<file path="src/rtl/core/assert_macros.svh">
// ----------------------------------------------------------------------------
// assert_macros.svh
// concurrent assertion macros, empty when SYNTHESIS is defined
// ----------------------------------------------------------------------------
`ifndef ASSERT_MACROS_SVH
`define ASSERT_MACROS_SVH
`ifndef SYNTHESIS
`define MPR_ASSERT(lbl, clk, rst_n, prop) \
    lbl: assert property (@(posedge clk) disable iff (!rst_n) prop) \
        else $error("assertion failed");
`define MPR_ASSERT_NEXT(lbl, clk, rst_n, ante, cons) \
    lbl: assert property (@(posedge clk) disable iff (!rst_n) (ante) |=> (cons)) \
        else $error("assertion failed");
`else
`define MPR_ASSERT(lbl, clk, rst_n, prop)
`define MPR_ASSERT_NEXT(lbl, clk, rst_n, ante, cons)
`endif
`endif

</file>
<file path="src/rtl/core/mpr_pkg.sv">
// ----------------------------------------------------------------------------
// mpr_pkg
// shared types and constants of the multiset permutation rank core
// ----------------------------------------------------------------------------
package mpr_pkg;

    localparam int SYM_W     = 8;
    localparam int RANK_W    = 62;
    localparam int LEN_W     = 5;
    localparam int PROD_W    = RANK_W + LEN_W + 1;
    localparam int DIV_BITS  = 4;
    localparam int DIV_STEPS = PROD_W / DIV_BITS;
    localparam int DIV_CNT_W = $clog2(DIV_STEPS);
    localparam int APB_AW    = 3;
    localparam int APB_DW    = 32;
    localparam int DATA_W    = 64;

    localparam logic [0:0] REG_SEQ_LEN    = 1'b0;
    localparam logic [0:0] REG_GROUP_SIZE = 1'b1;

    localparam logic [LEN_W-1:0] SEQ_LEN_RST    = 5'd20;
    localparam logic [LEN_W-1:0] GROUP_SIZE_RST = 5'd1;

    typedef enum logic [3:0] {
        ST_CLR,
        ST_INIT_MUL,
        ST_INIT_WAIT,
        ST_IDLE,
        ST_SUM,
        ST_RANK_MUL,
        ST_RANK_WAIT,
        ST_NEXT_MUL,
        ST_NEXT_WAIT,
        ST_ADVANCE,
        ST_DONE
    } t_state;

    typedef enum logic [1:0] {
        GF_HOLD,
        GF_CLR,
        GF_INC,
        GF_DEC
    } t_gf_op;

    typedef struct packed {
        logic              start;
        logic [RANK_W-1:0] a;
        logic [LEN_W-1:0]  b;
        logic [LEN_W-1:0]  c;
    } t_md_req;

    typedef struct packed {
        logic              done;
        logic [RANK_W-1:0] quot;
    } t_md_rsp;

    typedef struct packed {
        logic              valid;
        logic [RANK_W-1:0] rank;
        logic              failed;
    } t_result;

endpackage

</file>
<file path="src/rtl/core/mpr_muldiv.sv">
// ----------------------------------------------------------------------------
// mpr_muldiv
// shared unit: q = a * b / c, exact divide, four quotient bits per cycle
// ----------------------------------------------------------------------------
module mpr_muldiv (
    input  logic             i_clk,
    input  logic             i_rst_n,
    input  mpr_pkg::t_md_req i_req,
    output mpr_pkg::t_md_rsp o_rsp
);

    localparam int MW = mpr_pkg::RANK_W + mpr_pkg::LEN_W;

    logic                            r_busy, n_busy;
    logic                            r_done, n_done;
    logic [mpr_pkg::DIV_CNT_W-1:0]   r_cnt, n_cnt;
    logic [mpr_pkg::PROD_W-1:0]      r_q, n_q;
    logic [mpr_pkg::LEN_W-1:0]       r_rem, n_rem;
    logic [mpr_pkg::LEN_W-1:0]       r_div, n_div;
    logic [MW-1:0]                   w_prod;

    assign w_prod = MW'(i_req.a) * MW'(i_req.b);

    always_comb begin
        logic [mpr_pkg::LEN_W:0]    rem6;
        logic [mpr_pkg::LEN_W-1:0]  rem;
        logic [mpr_pkg::PROD_W-1:0] q;
        n_busy = r_busy;
        n_done = 1'b0;
        n_cnt  = r_cnt;
        n_q    = r_q;
        n_rem  = r_rem;
        n_div  = r_div;
        rem    = r_rem;
        q      = r_q;
        rem6   = '0;
        if (i_req.start) begin
            n_q    = {1'b0, w_prod};
            n_rem  = '0;
            n_div  = i_req.c;
            n_cnt  = mpr_pkg::DIV_CNT_W'(mpr_pkg::DIV_STEPS - 1);
            n_busy = 1'b1;
        end else if (r_busy) begin
            // restoring steps, quotient bits shift in behind the dividend
            for (int i = 0; i < mpr_pkg::DIV_BITS; i++) begin
                rem6 = {rem, q[mpr_pkg::PROD_W-1]};
                if (rem6 >= {1'b0, r_div}) begin
                    rem6 = rem6 - {1'b0, r_div};
                    q    = {q[mpr_pkg::PROD_W-2:0], 1'b1};
                end else begin
                    q    = {q[mpr_pkg::PROD_W-2:0], 1'b0};
                end
                rem = rem6[mpr_pkg::LEN_W-1:0];
            end
            n_q   = q;
            n_rem = rem;
            n_cnt = r_cnt - 1'b1;
            if (r_cnt == '0) begin
                n_busy = 1'b0;
                n_done = 1'b1;
            end
        end
    end

    always_ff @(posedge i_clk) begin
        if (!i_rst_n) begin
            r_busy <= 1'b0;
            r_done <= 1'b0;
            r_cnt  <= '0;
        end else begin
            r_busy <= n_busy;
            r_done <= n_done;
            r_cnt  <= n_cnt;
        end
        r_q   <= n_q;
        r_rem <= n_rem;
        r_div <= n_div;
    end

    assign o_rsp.done = r_done;
    assign o_rsp.quot = r_q[mpr_pkg::RANK_W-1:0];

endmodule

</file>
<file path="src/rtl/core/mpr_group_file.sv">
// ----------------------------------------------------------------------------
// mpr_group_file
// remaining copies per color, one shared address for read and update
// ----------------------------------------------------------------------------
module mpr_group_file #(
    parameter int MAX_LEN = 20,
    localparam int IW = (MAX_LEN > 1) ? $clog2(MAX_LEN) : 1,
    localparam int CW = $clog2(MAX_LEN + 1)
) (
    input  logic                 i_clk,
    input  mpr_pkg::t_gf_op      i_op,
    input  logic [IW-1:0]        i_addr,
    output logic [CW-1:0]        o_rdata
);

    logic [CW-1:0] r_cnt [MAX_LEN];

    always_ff @(posedge i_clk) begin
        unique case (i_op)
            mpr_pkg::GF_CLR: begin
                for (int x = 0; x < MAX_LEN; x++) begin
                    r_cnt[x] <= '0;
                end
            end
            mpr_pkg::GF_INC: r_cnt[i_addr] <= r_cnt[i_addr] + 1'b1;
            mpr_pkg::GF_DEC: r_cnt[i_addr] <= r_cnt[i_addr] - 1'b1;
            default: ;
        endcase
    end

    assign o_rdata = r_cnt[i_addr];

endmodule

</file>
<file path="src/rtl/core/mpr_engine.sv">
// ----------------------------------------------------------------------------
// mpr_engine
// sequencer and datapath registers: init pass, per-word rank update
// ----------------------------------------------------------------------------
module mpr_engine #(
    parameter int MAX_LEN = 20,
    localparam int IW = (MAX_LEN > 1) ? $clog2(MAX_LEN) : 1,
    localparam int CW = $clog2(MAX_LEN + 1)
) (
    input  logic                        i_clk,
    input  logic                        i_rst_n,
    input  logic                        i_restart,
    input  logic [mpr_pkg::LEN_W-1:0]   i_seq_len,
    input  logic [mpr_pkg::LEN_W-1:0]   i_group_size,
    input  logic                        i_sym_valid,
    input  logic [mpr_pkg::SYM_W-1:0]   i_symbol,
    output logic                        o_sym_ready,
    input  logic                        i_out_free,
    output mpr_pkg::t_result            o_result,
    output mpr_pkg::t_md_req            o_md_req,
    input  mpr_pkg::t_md_rsp            i_md_rsp,
    output mpr_pkg::t_gf_op             o_gf_op,
    output logic [IW-1:0]               o_gf_addr,
    input  logic [CW-1:0]               i_gf_rdata
);

    localparam int MW = mpr_pkg::SYM_W + mpr_pkg::LEN_W;
    localparam int LW = mpr_pkg::LEN_W;

    mpr_pkg::t_state            r_state, n_state;
    logic [mpr_pkg::RANK_W-1:0] r_m, n_m;
    logic [mpr_pkg::RANK_W-1:0] r_rank, n_rank;
    logic                       r_fail, n_fail;
    logic [LW-1:0]              r_pos, n_pos;
    logic [LW-1:0]              r_t, n_t;
    logic [LW-1:0]              r_j, n_j;
    logic [IW-1:0]              r_c, n_c;
    logic [IW-1:0]              r_g, n_g;
    logic [IW-1:0]              r_k, n_k;
    logic [CW-1:0]              r_sum, n_sum;

    logic [LW-1:0]              w_n;
    logic [LW-1:0]              w_d;
    logic [LW-1:0]              w_m;
    logic [MW-1:0]              w_kd;
    logic                       w_k_ok;
    logic                       w_accept;

    assign w_n = (i_seq_len == '0) ? LW'(1) :
                 (i_seq_len > LW'(MAX_LEN)) ? LW'(MAX_LEN) : i_seq_len;
    assign w_d = (i_group_size == '0) ? LW'(1) : i_group_size;
    assign w_m = w_n - r_pos;
    assign w_kd = MW'(i_symbol) * MW'(w_d);
    assign w_k_ok = w_kd < MW'(w_n);
    assign w_accept = (r_state == mpr_pkg::ST_IDLE) && i_sym_valid;

    // next state
    always_comb begin
        n_state = r_state;
        unique case (r_state)
            mpr_pkg::ST_CLR:       n_state = mpr_pkg::ST_INIT_MUL;
            mpr_pkg::ST_INIT_MUL:  n_state = mpr_pkg::ST_INIT_WAIT;
            mpr_pkg::ST_INIT_WAIT: begin
                if (i_md_rsp.done) begin
                    n_state = (LW'(r_t + 1'b1) == w_n) ? mpr_pkg::ST_IDLE
                                                       : mpr_pkg::ST_INIT_MUL;
                end
            end
            mpr_pkg::ST_IDLE: begin
                if (i_sym_valid) begin
                    n_state = (r_fail || !w_k_ok) ? mpr_pkg::ST_ADVANCE : mpr_pkg::ST_SUM;
                end
            end
            mpr_pkg::ST_SUM: begin
                if (r_g == r_k) begin
                    n_state = (i_gf_rdata == '0) ? mpr_pkg::ST_ADVANCE
                                                 : mpr_pkg::ST_RANK_MUL;
                end
            end
            mpr_pkg::ST_RANK_MUL:  n_state = mpr_pkg::ST_RANK_WAIT;
            mpr_pkg::ST_RANK_WAIT: begin
                if (i_md_rsp.done) n_state = mpr_pkg::ST_NEXT_MUL;
            end
            mpr_pkg::ST_NEXT_MUL:  n_state = mpr_pkg::ST_NEXT_WAIT;
            mpr_pkg::ST_NEXT_WAIT: begin
                if (i_md_rsp.done) n_state = mpr_pkg::ST_ADVANCE;
            end
            mpr_pkg::ST_ADVANCE: begin
                n_state = (LW'(r_pos + 1'b1) >= w_n) ? mpr_pkg::ST_DONE : mpr_pkg::ST_IDLE;
            end
            mpr_pkg::ST_DONE: begin
                if (i_out_free) n_state = mpr_pkg::ST_CLR;
            end
            default: n_state = mpr_pkg::ST_CLR;
        endcase
        if (i_restart) n_state = mpr_pkg::ST_CLR;
    end

    // outputs
    always_comb begin
        o_sym_ready     = (r_state == mpr_pkg::ST_IDLE);
        o_md_req.start  = 1'b0;
        o_md_req.a      = r_m;
        o_md_req.b      = LW'(r_t + 1'b1);
        o_md_req.c      = LW'(r_j + 1'b1);
        o_gf_op         = mpr_pkg::GF_HOLD;
        o_gf_addr       = r_g;
        o_result.valid  = (r_state == mpr_pkg::ST_DONE) && i_out_free;
        o_result.rank   = r_fail ? '0 : r_rank;
        o_result.failed = r_fail;
        unique case (r_state)
            mpr_pkg::ST_CLR: o_gf_op = mpr_pkg::GF_CLR;
            mpr_pkg::ST_INIT_MUL: begin
                o_md_req.start = 1'b1;
                o_gf_op        = mpr_pkg::GF_INC;
                o_gf_addr      = r_c;
            end
            mpr_pkg::ST_RANK_MUL: begin
                o_md_req.start = 1'b1;
                o_md_req.b     = LW'(r_sum);
                o_md_req.c     = w_m;
            end
            mpr_pkg::ST_NEXT_MUL: begin
                o_md_req.start = 1'b1;
                o_md_req.b     = LW'(i_gf_rdata);
                o_md_req.c     = w_m;
                o_gf_op        = mpr_pkg::GF_DEC;
            end
            default: ;
        endcase
    end

    // datapath
    always_comb begin
        n_m    = r_m;
        n_rank = r_rank;
        n_fail = r_fail;
        n_pos  = r_pos;
        n_t    = r_t;
        n_j    = r_j;
        n_c    = r_c;
        n_g    = r_g;
        n_k    = r_k;
        n_sum  = r_sum;
        unique case (r_state)
            mpr_pkg::ST_CLR: begin
                n_m    = mpr_pkg::RANK_W'(1);
                n_rank = '0;
                n_fail = 1'b0;
                n_pos  = '0;
                n_t    = '0;
                n_j    = '0;
                n_c    = '0;
            end
            mpr_pkg::ST_INIT_WAIT: begin
                if (i_md_rsp.done) begin
                    n_m = i_md_rsp.quot;
                    n_t = r_t + 1'b1;
                    if (LW'(r_j + 1'b1) == w_d) begin
                        n_j = '0;
                        n_c = r_c + 1'b1;
                    end else begin
                        n_j = r_j + 1'b1;
                    end
                end
            end
            mpr_pkg::ST_IDLE: begin
                if (w_accept) begin
                    n_k   = i_symbol[IW-1:0];
                    n_g   = '0;
                    n_sum = '0;
                    if (!w_k_ok) n_fail = 1'b1;
                end
            end
            mpr_pkg::ST_SUM: begin
                if (r_g == r_k) begin
                    if (i_gf_rdata == '0) n_fail = 1'b1;
                end else begin
                    n_sum = r_sum + i_gf_rdata;
                    n_g   = r_g + 1'b1;
                end
            end
            mpr_pkg::ST_RANK_WAIT: begin
                if (i_md_rsp.done) n_rank = r_rank + i_md_rsp.quot;
            end
            mpr_pkg::ST_NEXT_WAIT: begin
                if (i_md_rsp.done) n_m = i_md_rsp.quot;
            end
            mpr_pkg::ST_ADVANCE: n_pos = r_pos + 1'b1;
            default: ;
        endcase
    end

    always_ff @(posedge i_clk) begin
        if (!i_rst_n) begin
            r_state <= mpr_pkg::ST_CLR;
            r_fail  <= 1'b0;
            r_pos   <= '0;
        end else begin
            r_state <= n_state;
            r_fail  <= n_fail;
            r_pos   <= n_pos;
        end
        r_m    <= n_m;
        r_rank <= n_rank;
        r_t    <= n_t;
        r_j    <= n_j;
        r_c    <= n_c;
        r_g    <= n_g;
        r_k    <= n_k;
        r_sum  <= n_sum;
    end

endmodule

</file>
<file path="src/rtl/core/multiset_permutation_rank_core.sv">
// ----------------------------------------------------------------------------
// multiset_permutation_rank_core
// lexicographic rank of a symbol sequence among arrangements of a multiset
// ----------------------------------------------------------------------------
// Takes one color symbol per input word and, after seq_length words, returns
// one word with the sequence's rank (zero when failed) and a failed flag in
// tuser. The multinomial count of the remaining positions is kept in a
// register; each symbol k costs one scan over colors below k and two passes
// through the shared multiply/exact-divide unit; a symbol that is out of range
// or follows a failure skips both. After reset, a register write or each
// result the core rebuilds the counts in an init pass during which s_tready
// is low; register writes are taken at any time.
// ----------------------------------------------------------------------------
`include "assert_macros.svh"

module multiset_permutation_rank_core #(
    parameter int MAX_LEN = 20
) (
    input  logic                          i_clk,
    input  logic                          i_rst_n,
    // word: symbol [7:0]
    input  logic                          s_tvalid,
    output logic                          s_tready,
    input  logic [mpr_pkg::SYM_W-1:0]     s_tdata,
    // word: rank [61:0], zero fill [63:62]
    output logic                          m_tvalid,
    input  logic                          m_tready,
    output logic [mpr_pkg::DATA_W-1:0]    m_tdata,
    // failed [0]
    output logic                          m_tuser,
    input  logic                          psel,
    input  logic                          penable,
    input  logic                          pwrite,
    input  logic [mpr_pkg::APB_AW-1:0]    paddr,
    input  logic [mpr_pkg::APB_DW-1:0]    pwdata,
    output logic [mpr_pkg::APB_DW-1:0]    prdata,
    output logic                          pready
);

    localparam int IW = (MAX_LEN > 1) ? $clog2(MAX_LEN) : 1;
    localparam int CW = $clog2(MAX_LEN + 1);

    logic [mpr_pkg::LEN_W-1:0]  r_seq_len;
    logic [mpr_pkg::LEN_W-1:0]  r_group_size;
    logic                       r_out_valid;
    logic [mpr_pkg::RANK_W-1:0] r_out_rank;
    logic                       r_out_failed;

    logic                       w_cfg_wr;
    logic [0:0]                 w_reg_idx;
    logic                       w_out_free;
    mpr_pkg::t_result           w_result;
    mpr_pkg::t_md_req           w_md_req;
    mpr_pkg::t_md_rsp           w_md_rsp;
    mpr_pkg::t_gf_op            w_gf_op;
    logic [IW-1:0]              w_gf_addr;
    logic [CW-1:0]              w_gf_rdata;

    assign pready    = 1'b1;
    assign w_cfg_wr  = psel && penable && pwrite && pready;
    assign w_reg_idx = paddr[2:2];

    always_ff @(posedge i_clk) begin
        if (!i_rst_n) begin
            r_seq_len    <= mpr_pkg::SEQ_LEN_RST;
            r_group_size <= mpr_pkg::GROUP_SIZE_RST;
        end else if (w_cfg_wr) begin
            unique case (w_reg_idx)
                mpr_pkg::REG_SEQ_LEN:    r_seq_len    <= pwdata[mpr_pkg::LEN_W-1:0];
                mpr_pkg::REG_GROUP_SIZE: r_group_size <= pwdata[mpr_pkg::LEN_W-1:0];
                default: ;
            endcase
        end
    end

    always_comb begin
        unique case (w_reg_idx)
            mpr_pkg::REG_SEQ_LEN:
                prdata = {{(mpr_pkg::APB_DW - mpr_pkg::LEN_W){1'b0}}, r_seq_len};
            mpr_pkg::REG_GROUP_SIZE:
                prdata = {{(mpr_pkg::APB_DW - mpr_pkg::LEN_W){1'b0}}, r_group_size};
            default: prdata = '0;
        endcase
    end

    assign w_out_free = !r_out_valid || m_tready;

    mpr_engine #(
        .MAX_LEN (MAX_LEN)
    ) u_engine (
        .i_clk        (i_clk),
        .i_rst_n      (i_rst_n),
        .i_restart    (w_cfg_wr),
        .i_seq_len    (r_seq_len),
        .i_group_size (r_group_size),
        .i_sym_valid  (s_tvalid),
        .i_symbol     (s_tdata),
        .o_sym_ready  (s_tready),
        .i_out_free   (w_out_free),
        .o_result     (w_result),
        .o_md_req     (w_md_req),
        .i_md_rsp     (w_md_rsp),
        .o_gf_op      (w_gf_op),
        .o_gf_addr    (w_gf_addr),
        .i_gf_rdata   (w_gf_rdata)
    );

    mpr_muldiv u_muldiv (
        .i_clk   (i_clk),
        .i_rst_n (i_rst_n),
        .i_req   (w_md_req),
        .o_rsp   (w_md_rsp)
    );

    mpr_group_file #(
        .MAX_LEN (MAX_LEN)
    ) u_group_file (
        .i_clk   (i_clk),
        .i_op    (w_gf_op),
        .i_addr  (w_gf_addr),
        .o_rdata (w_gf_rdata)
    );

    // output word register
    always_ff @(posedge i_clk) begin
        if (!i_rst_n) begin
            r_out_valid <= 1'b0;
        end else if (w_result.valid) begin
            r_out_valid <= 1'b1;
        end else if (m_tready) begin
            r_out_valid <= 1'b0;
        end
        if (w_result.valid) begin
            r_out_rank   <= w_result.rank;
            r_out_failed <= w_result.failed;
        end
    end

    assign m_tvalid = r_out_valid;
    assign m_tdata  = {{(mpr_pkg::DATA_W - mpr_pkg::RANK_W){1'b0}}, r_out_rank};
    assign m_tuser  = r_out_failed;

    `MPR_ASSERT_NEXT(a_busy_after_word, i_clk, i_rst_n, s_tvalid && s_tready, !s_tready)
    `MPR_ASSERT_NEXT(a_cfg_restarts, i_clk, i_rst_n, w_cfg_wr, !s_tready)
    `MPR_ASSERT(a_fail_zero_rank, i_clk, i_rst_n, m_tvalid && m_tuser |-> m_tdata == '0)

endmodule
</file>
<file path="config.mk">
export PLATFORM = sky130hd
export DESIGN_NAME = multiset_permutation_rank_core
export DESIGN_NICKNAME = d
export VERILOG_FILES = /design/src/rtl/core/mpr_pkg.sv /design/src/rtl/core/mpr_muldiv.sv /design/src/rtl/core/mpr_group_file.sv /design/src/rtl/core/mpr_engine.sv /design/src/rtl/core/multiset_permutation_rank_core.sv
export VERILOG_INCLUDE_DIRS = /design/src /design/src/rtl/core
export SDC_FILE = /design/constraint.sdc
export NUM_CORES = 2
export LEC_CHECK = 0
export BUFFER_PORTS_ARGS = -buffer_cell sky130_fd_sc_hd__buf_2
export CAP_MARGIN = 0
export CORE_UTILIZATION = 45
export CTS_CLUSTER_SIZE = 40
export DETAILED_ROUTE_END_ITERATION = 10
export HOLD_SLACK_MARGIN = 0.05
export PLACE_DENSITY_LB_ADDON = 0.1
export SKIP_CTS_REPAIR_TIMING = 1
export SYNTH_ARGS = -nofsm -noshare
export SYNTH_HDL_FRONTEND = slang
export SYNTH_SLANG_ARGS = --single-unit
export TNS_END_PERCENT = 30
</file>
<file path="constraint.sdc">
create_clock -name i_clk -period 7.2 [get_ports i_clk]
set_input_delay 0.36 -clock i_clk [delete_from_list [all_inputs] [get_ports i_clk]]
set_output_delay 0.36 -clock i_clk [all_outputs]
set_load 0.02 [all_outputs]
</file>
==> results.sh <==
export IMPL_drv_slew=0
export IMPL_hold_violations=0
export IMPL_place_ws_ns=-0.636
export IMPL_max_freq_mhz=134
export IMPL_period_share_pct=104
export IMPL_grt_pass1_wl_mm=156
export IMPL_hp_class="in -> reg"
export IMPL_ant_nets=0
export IMPL_syn_inst=3614
export IMPL_drtIter0Drc=1643
export IMPL_synthArstFlopShare_pct=0
export IMPL_tritoncts="yes"
export IMPL_finalWirelength_mm=99.2
export IMPL_status="complete, but fails checks"
export IMPL_crit_start="u_engine.r_state[1]$_SDFFE_PP0P_"
export IMPL_dieArea_um2=82200
export IMPL_die_y_um=287
export IMPL_wl_met1_mm=43.0
export IMPL_r2r_start="u_engine.r_state[1]$_SDFFE_PP0P_"
export IMPL_yosys_area_top_type_share_pct=37.0
export IMPL_crit_type="reg -> reg"
export IMPL_synth_area_um2=36500
export IMPL_failed_checks="setup timing"
export IMPL_wl_per_cell_um=19.7
export IMPL_rsz0062_at_grt="true"
export IMPL_post_route_min_period_ns=7.48
export IMPL_cts_sinks=483
export IMPL_grt_pass1_vias=28400
export IMPL_drive_above_1_share_pct=18.4
export IMPL_rows=104
export IMPL_crit_required_ns=7.55
export IMPL_worstPathMaxFanout=7
export IMPL_yosysWarnings=0
export IMPL_route_met3_wl_mm=3.82
export IMPL_total_power_mw=18.4
export IMPL_cts_buffers=58
export IMPL_fillers=7178
export IMPL_syn_avg_cell_area_um2=10.1
export IMPL_initial_utilization_pct=45.4
export IMPL_final_seq_area_um2=14200
export IMPL_vias=27500
export IMPL_skew_ns=0.0528
export IMPL_synth_distinct_cells=83
export IMPL_area_growth_pct=19.1
export IMPL_hpwl_mm=73.8
export IMPL_drtPass1Iterations=5
export IMPL_clkLatencyLatePin_ns=0.66
export IMPL_critPathMaxStageDelay_ns=0.55
export IMPL_nNetsFinal=4381
export IMPL_cap_violations=0
export IMPL_drc=0
export IMPL_multi_input_area_um2=21500
export IMPL_synth_edf_count=449
export IMPL_min_from="i_rst_n"
export IMPL_clk_pin_slew_ns=0.06
export IMPL_routed_top_layer="met4"
export IMPL_grt_usage_pct=24.0
export IMPL_postLayoutSetupSlackWorst_ns=-0.276
export IMPL_worst_pin_slew_ns=1.16
export IMPL_grt_ovfl_total=0
export IMPL_synthFlopType="edfxtp_1"
export IMPL_endpoint_kind="flop"
export IMPL_core_um2=80400
export IMPL_gp_congestion=0.938
export IMPL_clockBufferDepth=3
export IMPL_ioPinCount=150
export IMPL_dr_wl_met2_mm=49.6
export IMPL_p_leak_nw=18.8
export IMPL_crit_family="compound AO/OA/AOI/OAI gates"
export IMPL_grt_max_degree=73
export IMPL_yosysTopAreaCell="edfxtp_1"
export IMPL_whs_ns=0.0614
export IMPL_start_kind="flop"
export IMPL_htree_levels=2
export IMPL_powerDensity_nw_per_um2=424
export IMPL_ir_drop_mv=0.271
export IMPL_cp_num_buf_inv=8
export IMPL_die_x_um=287
export IMPL_portBuffers=90
export IMPL_viasPerCell=5.46
export IMPL_diodes=0
export IMPL_antenna_found_initial=1
export IMPL_cts_root_buf="clkbuf_16"
export IMPL_ys_top_cells_by_area="edfxtp_1 (37%), fa_1 (11%), ha_1 (7.0%)"
export IMPL_cp_arrival_ns=7.82
export IMPL_ys_seq_area_share_pct=38.8
export IMPL_cpMaxStageDelayCell="fa_1"
export IMPL_ys_seq_elements=483
export IMPL_finalSetupViolCount=34
export IMPL_max_slew_margin_rel_pct=20.4
==> report_power, final <==
group	switching, mW	leakage (nW)	total [mW]	internal, mW
sequential	0.464	4.78	4.32	3.85
combinational	6.13	13.0	10.9	4.76
clock	1.26	1.02	3.23	1.97
total	7.86	18.8	18.4	10.6
==> per-layer routing <==
metal  GRT usage (%)  vias up
li1                -    13100
met1            31.1    13700
met2            41.7      575
met3            2.64      142
met4            7.77        0
met5               0        -
==> flip-flops by register name, summed over array words and instances, names as in the netlist, 62 cells and up <==
signal              flops
r_out_rank             62
u_engine.r_m           62
u_engine.r_rank        62
u_group_file.r_cnt    160
u_muldiv.r_q           68
==> path summary, 6_finish.rpt <==
check,slack [ns],cells after the start,end
hold / removal,0.06,2,r_seq_len[2]$_SDFFE_PN1P_
setup reg to reg,-0.28,30,u_muldiv.r_q[41]$_DFFE_PP_
hold reg to reg,0.50,2,u_muldiv.r_cnt[1]$_SDFFE_PP0P_
setup / recovery,-0.28,30,u_muldiv.r_q[41]$_DFFE_PP_
==> kinds of logic (layout without fill, tap and decap cells) <==
group / count (synthesis) / count (layout) / share of synthesized area, %
flops: 483 / 483 / 38.8
mux: 83 / 83 / 3.57
fa+ha+maj: 410 / 410 / 18.3
simple gates: 1283 / 1283 / 17.9
buf+inv: 514 / 842 / 5.74
other cells: 2 / 30 / 0.0206
xor+xnor: 163 / 163 / 3.91
compound gates: 676 / 677 / 11.7
==> cells in the mapped netlist, types with 9 or more instances <==
cell type  number
o22ai_1        24
a22oi_1        10
dfxtp_1        34
ha_1          204
fa_1          206
a211o_1         9
or3_1          14
and3_1         28
mux4_2         36
nor3_1         39
xnor2_1        90
o21a_1         29
nor2_1        282
nand2b_1       22
nand4_1        41
xor2_1         73
edfxtp_1      449
nor2b_1       100
a21o_1         98
mux2_2         15
o21bai_1       25
a21boi_0        9
a211oi_1       21
mux2i_1        31
and2_1        348
buf_4          35
o211ai_1       13
nand2_1       304
o31ai_1        11
o21ai_0       137
a21oi_1       200
clkbuf_1      139
a31oi_1        24
nand3_1        61
inv_1         325
==> placed cells by master (no fill, tap or decap), drive strengths merged, types with 14 or more instances in the layout <==
cell	synthesis	final
ha	204	204
nand4	42	42
mux4	36	36
o21a	29	29
clkinv	1	19
mux2i	32	32
nand2b	22	22
fa	206	206
dfxtp	34	34
xor2	73	73
xnor2	90	90
edfxtp	449	449
a21oi	201	202
conb	2	30
inv	326	328
o22ai	24	24
nor2	282	282
and3	28	28
nor3	39	39
or3	14	14
clkbuf	139	78
nand3	61	61
buf	48	391
a21o	98	98
nand2	304	304
nor2b	100	100
and2	349	349
a211oi	21	21
mux2	15	15
a31oi	24	24
o21ai	140	140
o21bai	25	25
o211ai	14	14
==> metrics by stage <==
stage                     utilization, %  TNS, ns  area, um^2  cells
after floorplan                        -        0       36600   3642
after global placement              49.6   -12.10       39900   4891
after detailed placement            49.6   -15.41       39900   4891
after CTS                           52.2   -17.36       42000   5001
after global routing                54.0   -19.14       43500   5031
final                               54.0    -5.31       43500   5031
==> area by class of cell <==
cell class              count  share of cell area (%)
clock buffers              74                    3.57
clock inverters            36                    1.32
inverters                 327                    2.82
multi-input cells        2646                    49.5
flip-flops and latches    483                    32.6
well taps                1060                    3.05
repair buffers            405                    7.16
Power figures use the tool's default switching activity.
